File: src/rtl/rti_pkg.sv
`default_nettype none
package rti_pkg;

  typedef logic signed [19:0] crd_t;
  typedef logic signed [20:0] s21_t;
  typedef logic signed [42:0] s43_t;
  typedef logic signed [65:0] s66_t;

  // Epsilon 0.001 at the 2^30 scale of the determinant.
  localparam s66_t EPS     = 66'sd1073742;
  localparam s66_t EPS_NEG = -66'sd1073742;

  // Unit length in Q1.14.
  localparam logic [14:0] NRM_ONE = 15'd16384;

  localparam int QDEPTH    = 4;
  localparam int QB        = $clog2(QDEPTH);
  localparam int DIV_STEPS = 32;

  localparam logic [2:0] REG_VERTEX_A  = 3'd0;
  localparam logic [2:0] REG_VERTEX_B  = 3'd1;
  localparam logic [2:0] REG_VERTEX_C  = 3'd2;
  localparam logic [2:0] REG_ONE_SIDED = 3'd3;
  localparam logic [2:0] REG_MIN_DIST  = 3'd4;
  localparam logic [2:0] REG_MATERIAL  = 3'd5;

  typedef struct packed {
    crd_t origin_x;
    crd_t origin_y;
    crd_t origin_z;
    crd_t dir_x;
    crd_t dir_y;
    crd_t dir_z;
  } ray_t;

  typedef struct packed {
    logic               hit;
    logic signed [31:0] hit_distance;
    logic signed [15:0] normal_x;
    logic signed [15:0] normal_y;
    logic signed [15:0] normal_z;
    logic [7:0]         hit_material;
  } res_t;

  typedef struct packed {
    logic [59:0]        vertex_a;
    logic [59:0]        vertex_b;
    logic [59:0]        vertex_c;
    logic               one_sided;
    logic signed [31:0] near_limit;
    logic [7:0]         material_tag;
  } cfg_t;

  typedef struct packed {
    logic [14:0] mag_x;
    logic [14:0] mag_y;
    logic [14:0] mag_z;
    logic        neg_x;
    logic        neg_y;
    logic        neg_z;
    logic        busy;
  } nrm_t;

  // Classified ray handed from the front end to the divider.
  typedef struct packed {
    logic        miss;
    logic        flip;
    logic        xneg;
    logic [62:0] xmag;
    logic [62:0] dmag;
  } cls_t;

  function automatic crd_t coord(input logic [59:0] v, input int k);
    return v[k*20 +: 20];
  endfunction

  function automatic s43_t cross_term(input s21_t a, input s21_t b,
                                      input s21_t c, input s21_t d);
    s43_t ax, bx, cx, dx;
    ax = a;
    bx = b;
    cx = c;
    dx = d;
    return ax * bx - cx * dx;
  endfunction

  function automatic s66_t dot3(input s43_t p0, input s43_t p1, input s43_t p2,
                                input s21_t e0, input s21_t e1, input s21_t e2);
    s66_t a0, a1, a2, b0, b1, b2;
    a0 = p0;
    a1 = p1;
    a2 = p2;
    b0 = e0;
    b1 = e1;
    b2 = e2;
    return a0 * b0 + a1 * b1 + a2 * b2;
  endfunction

endpackage
`default_nettype wire

File: src/rtl/rti_queue.sv
`default_nettype none
module rti_queue (
  input  logic          clk,
  input  logic          rst,
  input  logic          in_valid,
  output logic          in_ready,
  input  rti_pkg::cls_t in_data,
  output logic          out_valid,
  input  logic          out_ready,
  output rti_pkg::cls_t out_data
);
  import rti_pkg::*;

  cls_t        mem [QDEPTH];
  logic [QB-1:0] wp, rp;
  logic [QB:0]   cnt;
  logic          push, pop;

  assign in_ready  = cnt != (QB+1)'(QDEPTH);
  assign out_valid = cnt != '0;
  assign out_data  = mem[rp];
  assign push      = in_valid && in_ready;
  assign pop       = out_valid && out_ready;

  always_ff @(posedge clk) begin
    if (rst) begin
      wp  <= '0;
      rp  <= '0;
      cnt <= '0;
    end else begin
      if (push) wp <= wp + 1'b1;
      if (pop) rp <= rp + 1'b1;
      cnt <= cnt + (QB+1)'(push) - (QB+1)'(pop);
    end
    if (push) mem[wp] <= in_data;
  end

endmodule
`default_nettype wire

File: config.mk
export PLATFORM = sky130hd
export DESIGN_NAME = rti_queue
export DESIGN_NICKNAME = d
export VERILOG_FILES = /design/src/rtl/rti_pkg.sv /design/src/rtl/rti_queue.sv
export SDC_FILE = /design/constraint.sdc
export NUM_CORES = 1
export LEC_CHECK = 0
export ABC_AREA = 1
export BUFFER_PORTS_ARGS = -buffer_cell sky130_fd_sc_hd__buf_2
export CORE_ASPECT_RATIO = 0.6
export CORE_UTILIZATION = 50
export CTS_CLUSTER_DIAMETER = 120
export DETAILED_ROUTE_END_ITERATION = 10
export PLACE_DENSITY = 0.68
export SYNTH_ARGS = -nofsm -noshare
export SYNTH_HDL_FRONTEND = slang
export SYNTH_SLANG_ARGS = --single-unit
File: constraint.sdc
create_clock -name clk -period 8.7 [get_ports clk]
set_clock_uncertainty 0.05 [all_clocks]
set_input_delay 0.87 -clock clk [delete_from_list [all_inputs] [get_ports clk]]
set_output_delay 0.87 -clock clk [all_outputs]
set_load 0.05 [all_outputs]
Word level (Yosys, flattened, before mapping) --
Memory sizes are Yosys's and may differ from the RTL's. A register that Yosys moved wholly into a read port is not among the register bits. Cells that the tools add are included.
Operators by class: muxes and demuxes 4, reduce and logical (&&, ||, !) cells 3, equality and inequality tests 1, add/subtract/negate cells 4
Operators with widths (number):
- 2-bit by 1-bit adder with 2-bit output, second input constant | 2
- 2-bit two-way mux | 2
- 3-bit by 1-bit adder with 3-bit output | 1
- 3-bit != test, second input constant | 1
- 3-bit nonzero test | 1
- 3-bit by 1-bit subtractor with 3-bit output | 1
- 1-bit logical AND | 2
- 1-bit two-way mux | 2
Storage, ports and cells: output and inout port bits 131, bits in registers 7, bits in writable memories 516, memories kept 1
Memory list:
- mem | depth 4, width 129, rd ports 1, clocked after Yosys merged registers in 1, write ports 1, line rti_queue.sv:14 | cls_t mem [QDEPTH];

Longest topological paths before layout --
Gate-level depths: netlist of run 1.
depth in word-level cells 4, mapped depth 10, gate-level depth less buffers 10

Worst setup path before layout of run 1 --
OpenSTA, ideal clock, no wires.
kind register to register, start point reg cnt[1], end point mem mem[0][0] (netlist bit) (enable), buffers on the path 0, path slack 1.525 ns, setup time 0.619 ns, stages on the path, launching flop included 5, data arrival time 6.505 ns, cells stage by stage dfxtp_1 -> nor2_1 -> nand2_1 -> nand2_1 -> nor2_1
Between the ends: cells in the longest elaborated chain, start to end 4
Ends and longest elaborated chain:
- from (decl) | line rti_queue.sv:16 | logic [QB:0] cnt;
- from (signal assigned) | line rti_queue.sv:33 | cnt <= cnt + (QB+1)'(push) - (QB+1)'(pop);
- 3-bit != test | line rti_queue.sv:19 | assign in_ready = cnt != (QB+1)'(QDEPTH);
- net in_ready | line rti_queue.sv:6 | output logic in_ready,
- 1-bit logical AND | line rti_queue.sv:22 | assign push = in_valid && in_ready;
- 1-bit two-way mux | line rti_queue.sv:35 | if (push) mem[wp] <= in_data;
- 1-bit two-way mux (implied by the code) | line rti_queue.sv:35
- to (decl) | line rti_queue.sv:14
The timed path passes the listed nets, and every way through them passes these cells.

==> results of run 1 <==
==> cell families after synthesis <==
group                    count (synthesis)  synth area share, %
AO/OA/AOI/OAI                          394                 10.9
adder cells (fa/ha/maj)                  7                0.485
buffers and inverters                  100                 3.21
flip-flops                             525                 79.9
AND/OR/NAND/NOR                        286                 5.49
==> cell type report <==
class | instances | area, um^2 | area share (%)
Antenna cell | 7 | 17.5 | 0.0773
Timing Repair Buffer | 275 | 1420 | 6.26
Tap cell | 513 | 642 | 2.83
Clock inverter | 18 | 161 | 0.712
Inverter | 16 | 70.1 | 0.309
Sequential cell | 525 | 15700 | 69.2
Clock buffer | 66 | 1330 | 5.87
Multi-Input combinational cell | 687 | 3340 | 14.7
==> cells in the mapped netlist (all sizes together) <==
cell type | instances | area, um^2
a21boi | 2 | 15.0
a21oi | 4 | 20.0
buf | 45 | 413
clkbuf | 39 | 154
dfxtp | 9 | 180
edfxtp | 516 | 15500
fa | 1 | 20.0
ha | 6 | 75.1
inv | 16 | 62.6
nand2 | 12 | 45.0
nand3 | 3 | 15.0
nor2 | 271 | 1020
o21ai | 259 | 1300
o22ai | 129 | 807
==> cell usage in the layout (no fill, tap or decap), types with 12 or more instances in the layout <==
cell type  count
edfxtp_1     516
nor2_1       267
buf_2        263
o21ai_0      165
o22ai_1      129
o21ai_1       94
clkbuf_16     49
inv_1         14
clkbuf_1      13
nand2_1       12
==> worst paths after layout <==
| kind | slack [ns] | to | cells past startpoint | from |
|---|---|---|---|---|
| worst max-delay path | 3.71 | out_data[31] | 5 | flip-flop |
| worst min-delay path | 0.45 | rp[0]$_SDFFE_PP0P_ | 2 | rp[0]$_SDFFE_PP0P_ |
| worst max register to register | 5.47 | mem[0][30]$_DFFE_PP_ | 5 | cnt[1]$_SDFF_PP0_ |
| worst min register to register | 0.45 | rp[0]$_SDFFE_PP0P_ | 2 | rp[0]$_SDFFE_PP0P_ |
==> power by group through the flow <==
stage	logic (W)	clock network (W)	registers, W
floorplan	0.00178	0	0.00323
finish	0.00228	0.00203	0.00317
global route	0.00242	0.00216	0.00319
detailed placement	0.00229	0	0.00322
CTS	0.00230	0.00207	0.00317
global placement	0.00228	0	0.00322
==> layer usage <==
metal  track usage [%]  part of all wire (%)  vias up
met5                 0                 0.031        -
met4              4.71                   1.5        2
met3              4.84                   6.6       57
met2              33.4                    47      333
met1              29.6                    45     5757
li1                  -                     -     5453
==> registers in the layout, indices dropped and copies added, names as in the netlist, named ones only <==
signal	count
wp	2
cnt	3
mem	516
rp	2
==> worst register-to-register path: cells and delay by family (launching register included) <==
kind / cells / cell delay (ns)
AND/OR/NAND/NOR: 4 / 1.45
flip-flops: 1 / 0.40
buffers and inverters: 1 / 0.81
==> through the flow <==
| step | worst slack, ns | cells | utilization (%) |
|---|---|---|---|
| final | 3.71 | 2107 | 59.3 |
| after global routing | 3.46 | 2103 | 59.3 |
| after CTS | 3.74 | 2100 | 59.3 |
| after detailed placement | 4.34 | 2016 | 55.4 |
| after global placement | 4.44 | 2016 | 55.4 |
| after floorplan | 1.53 | 1312 | - |
==> flow_summary.toml, run 1 <==
[routing]
ant_nets = 0
drt_iter0_drc = 982
drcViolationCount = 0
vias_per_cell = 5.51
drt-pass1-iter-count = 5
via_count = 11602
drt-total-wl_um = 42400
wire_per_inst_um = 20.1

[worst_setup_path]
path_common_cell = "buf_4"
worst-path-max-fanout = 117
worstSetupEndpointType = "output pin"
critPathSlowestCell = "buf_4"
cp_top_family = "buffers and inverters"
start_kind = "flip-flop"
slowest_delay_ns = 1.00
arrival_ns = 4.07
cp_data_required_time_ns = 7.78
path_cells = "buf_4 > buf_4 > o21ai_0 > o22ai_1 > buf_2"
critical_path_class = "reg -> out"
crit_buf_inv = 3

[sta]
fin_crit_ns = 4.99
max_freq_mhz = 200
hold_ws_ns = 0.446
hold_viol = 0
setup_violations = 0
fin_crit_sh_pct = 57.4
rsz0062_at_grt = "no"
maxSlewHeadroom_pct = 18.8
drv_slew = 0
worstMarginPinSlew_ns = 1.22
tns_ns = 0

[clock_tree]
clk_pin_slew_ns = 0.06
cts_tree = "built"
cts_htree_levels = 2
clock_path_buffers = 3
clock_latency_ns = 0.55
cts_hold_buf = 0
cts_buffers = 47
cts_root_buffer = "clkbuf_16"
cts_setup_buffers = 0
cts_resized = 0
cts_num_sinks = 525

[die]
fp.coreArea_mm2 = 0.0382
die_width_um = 258
fp-row-count = 55
design.die.area_mm2 = 0.0401
die_h_um = 155
start_util_pct = 51.4
ios = 264

[min_path]
hold_class = "reg -> reg"

[finish]
fill_cells = 2918
postLayoutCellArea_mm2 = 0.0227
layout-drive-gt1-share_pct = 22.0
nets = 1692
area_growth_pct = 15.5

[pwr]
pwr_density_cell_mw_per_mm2 = 330
ir_drop_mv = 0.191
leakagePower_nw = 7.85
internal_power_w = 0.00468
swShare_pct = 37.3
power.total_w = 0.00748
p_switching_w = 0.00279
p_comb_share_pct = 30.5
seq_power_share_pct = 42.4
clkPwrFrac_pct = 27.1

[grt]
grt_use_total_pct = 21.0
grt_overflow = 0
grt_max_degree = 156
grt_pass1_wl_um = 64900
antenna_found_initial = 9
grt_pass1_vias = 11235

[synth]
ys_seq_elements = 525
syn_area_per_cell_um2 = 15.0
yosysSeqAreaShare_pct = 79.9
syn-num-nets = 1452
synthCells = 1312
synthDistinctLibCells = 19
yosys_warnings = 0
netlist_area_mm2 = 0.0196

[place]
io_buffers = 263
place_area_mm2 = 0.0212
gp_congestion = 0.759
hpwl_um = 22600

[run_status]
status = "complete, no violations"

[flow_run]
drv_cap = 0
No activity file was read; power rests on OpenSTA's default activity.
==> run 2: changes to the inputs <==
--- a/config.mk
+++ b/config.mk
@@ -5,7 +5,7 @@
 export SDC_FILE = /design/constraint.sdc
 export NUM_CORES = 1
 export LEC_CHECK = 0
-export ABC_AREA = 1
+export ABC_AREA = 0
 export BUFFER_PORTS_ARGS = -buffer_cell sky130_fd_sc_hd__buf_2
 export CORE_ASPECT_RATIO = 0.6
 export CORE_UTILIZATION = 50
==> constraint.sdc (replaced) <==
create_clock -name clk -period 4.75 [get_ports clk]
set_clock_uncertainty 0.05 [all_clocks]
set_input_delay 0.475 -clock clk [delete_from_list [all_inputs] [get_ports clk]]
set_output_delay 0.475 -clock clk [all_outputs]
set_load 0.05 [all_outputs]
==> run 2 against run 1 <==
Effect of this change: sequential share of layout area rose by 0.63 points; clock power rose by 72%; via count fell by 28%; core utilization rose by 0.32 points; register-to-register slack got worse by 3.3 ns; cell count fell by 25%; sequential power rose by 85%; sequential cell count did not move; worst hold slack got worse by 0.36 ns; critical endpoint is now out_data[30].
==> flow_summary.toml, run 2 <==
[sta]
max_freq_mhz = 324
worstMarginPinSlew_ns = 0.969
drv_slew = 0
fin_crit_ns = 3.09
tns_ns = 0
setup_violations = 0
rsz0062_at_grt = "no"
hold_viol = 0
maxSlewHeadroom_pct = 35.4
fin_crit_sh_pct = 65.0

[synth]
syn_area_per_cell_um2 = 26.4
netlist_area_mm2 = 0.0191
async_reset_ff_share_pct = 0
yosysTopAreaCell = "edfxtp_1"
syn-num-nets = 862
yosysSeqAreaShare_pct = 82.1
synth_area_leaders = "edfxtp_1 81%, mux4_2 15%, dfxtp_1 0.94%, buf_6 0.77%, ha_1 0.39%"
synth.most_common_cell = "edfxtp_1"
yosys_warnings = 0
synthDistinctLibCells = 24
ys.flop_type = "edfxtp_1"
synth_common_cells = "516 x edfxtp_1, 129 x mux4_2, 13 x buf_6"
yosysTopAreaCellShare_pct = 81.2
synthCells = 722
synth_edf_count = 516
ys_seq_elements = 525

[place]
hpwl_um = 20700
gp_congestion = 0.720
io_buffers = 263
place_area_mm2 = 0.0210

[finish]
fin_util_pct = 59.7
fill_cells = 2713
largest_reg_flops = 516
regMostFlops = "mem"
layout_common_cells = "516 x edfxtp_1, 263 x buf_2, 129 x mux4_2, 49 x clkbuf_16, 13 x clkinv_1"
area_growth_pct = 17.7
top_regs = "mem: 516 flops, cnt: 3 flops"
layout-drive-gt1-share_pct = 45.2
layout_commonest_cell = "edfxtp_1"
nets = 1160
postLayoutCellArea_mm2 = 0.0225

[clock_tree]
clk_pin_slew_ns = 0.06
cts_root_buffer = "clkbuf_16"
clock_path_buffers = 3
cts_hold_buf = 0
cts_htree_levels = 2
cts_setup_buffers = 0
cts_resized = 0
cts_buffers = 46
cts_num_sinks = 525
clock_latency_ns = 0.55
cts_tree = "built"

[die]
design.die.area_mm2 = 0.0390
die_width_um = 254
fp-row-count = 55
start_util_pct = 50.7
ios = 264
die_h_um = 153
fp.coreArea_mm2 = 0.0376

[pwr]
leakagePower_nw = 7.46
ir_drop_mv = 0.362
pwr_density_cell_mw_per_mm2 = 609

[worst_setup_path]
worst-path-max-fanout = 60
timing.rr.start = "cnt[1]$_SDFF_PP0_"
reg2reg_to = "mem[1][29]$_DFFE_PP_"
cp_data_required_time_ns = 4.22
worstSetupEndpointType = "output pin"
reg2regPathDepth = 4
start_kind = "flip-flop"
critical_path_class = "reg -> out"
reg2reg_slack_ns = 2.13
arrival_ns = 2.56

[routing]
wire_per_inst_um = 22.1
via_count = 8403
drt-pass1-iter-count = 4
drcViolationCount = 0
drt_iter0_drc = 522
drt-total-wl_um = 34800
vias_per_cell = 5.35
ant_nets = 0

[grt]
grt_pass1_wl_um = 52800
grt_pass1_vias = 8896
antenna_found_initial = 4
grt_overflow = 0
grt_max_degree = 84
grt_use_total_pct = 18.2

[min_path]
hold_depth = 1
holdPathEnd = "mem[0][106]$_DFFE_PP_"
hold_class = "in -> reg"
hold_start = "in_data[106]"

[run_status]
status = "complete, no violations"

[flow_run]
drv_cap = 0
[run 2: worst max-delay path by stage]
stage / start / end / slack [ns]
detailed placement: in_valid / mem[1][15]$_DFFE_PP_ / 2.09
floorplan: cnt[1]$_SDFF_PP0_ / mem[2][0]$_DFFE_PP_ / 0.34
CTS: flip-flop / out_data[30] / 1.59
finish: flip-flop / out_data[30] / 1.66
global route: flip-flop / out_data[30] / 1.53
global placement: in_valid / mem[2][23]$_DFFE_PP_ / 2.11
[run 2: power breakdown]
part,internal (W),total [W],switching [W]
Clock,0.00193,0.00350,0.00157
Sequential,0.00567,0.00586,0.000184
Combinational,0.00129,0.00433,0.00303
[run 2: through the flow]
stage                     hold WS, ns  power (W)  instances  setup WS [ns]
after global placement          0.470     0.0103       1485           2.11
after floorplan                 0.432    0.00942        722          0.337
after detailed placement        0.467     0.0104       1485           2.09
final                          0.0858     0.0137       1572           1.66
after CTS                      0.0504     0.0139       1571           1.59
after global routing           0.0544     0.0142       1571           1.53
[run 2: cell type report]
cell class | count | area [um^2] | area share, %
sequential | 525 | 15700 | 69.8
multi-input combinational | 163 | 3180 | 14.2
timing repair buffer | 279 | 1520 | 6.79
clock buffer | 59 | 1260 | 5.63
tap | 513 | 642 | 2.86
clock inverter | 27 | 146 | 0.652
inverter | 5 | 18.8 | 0.0836
antenna | 1 | 2.50 | 0.0111
[run 2: critical path, cell delays in order (launching register included)]
cell,delay [ns]
dfxtp_4,0.94
buf_4,0.40
mux4_2,0.34
buf_2,0.25
[run 2: logic make-up (layout without fill, tap and decap cells)]
| kind of cell | count (synthesis) | after routing | synth area share (%) |
|---|---|---|---|
| AND/OR/NAND/NOR | 19 | 19 | 0.498 |
| AO/OA/AOI/OAI | 3 | 3 | 0.131 |
| buffers and inverters | 34 | 370 | 1.28 |
| XOR/XNOR | 3 | 3 | 0.138 |
| adder cells (fa/ha/maj) | 7 | 7 | 0.498 |
| other | 0 | 1 | 0 |
| flip-flops | 525 | 525 | 82.1 |
| multiplexers | 131 | 131 | 15.3 |
[run 2: metal layers]
layer  up-vias  wire length, um  global-route usage, %
li1       3719                -                      -
met1      4420            14600                   24.2
met2       203            17300                   29.6
met3        57             2320                   5.57
met4         4              541                   4.10
met5         -               29                      0
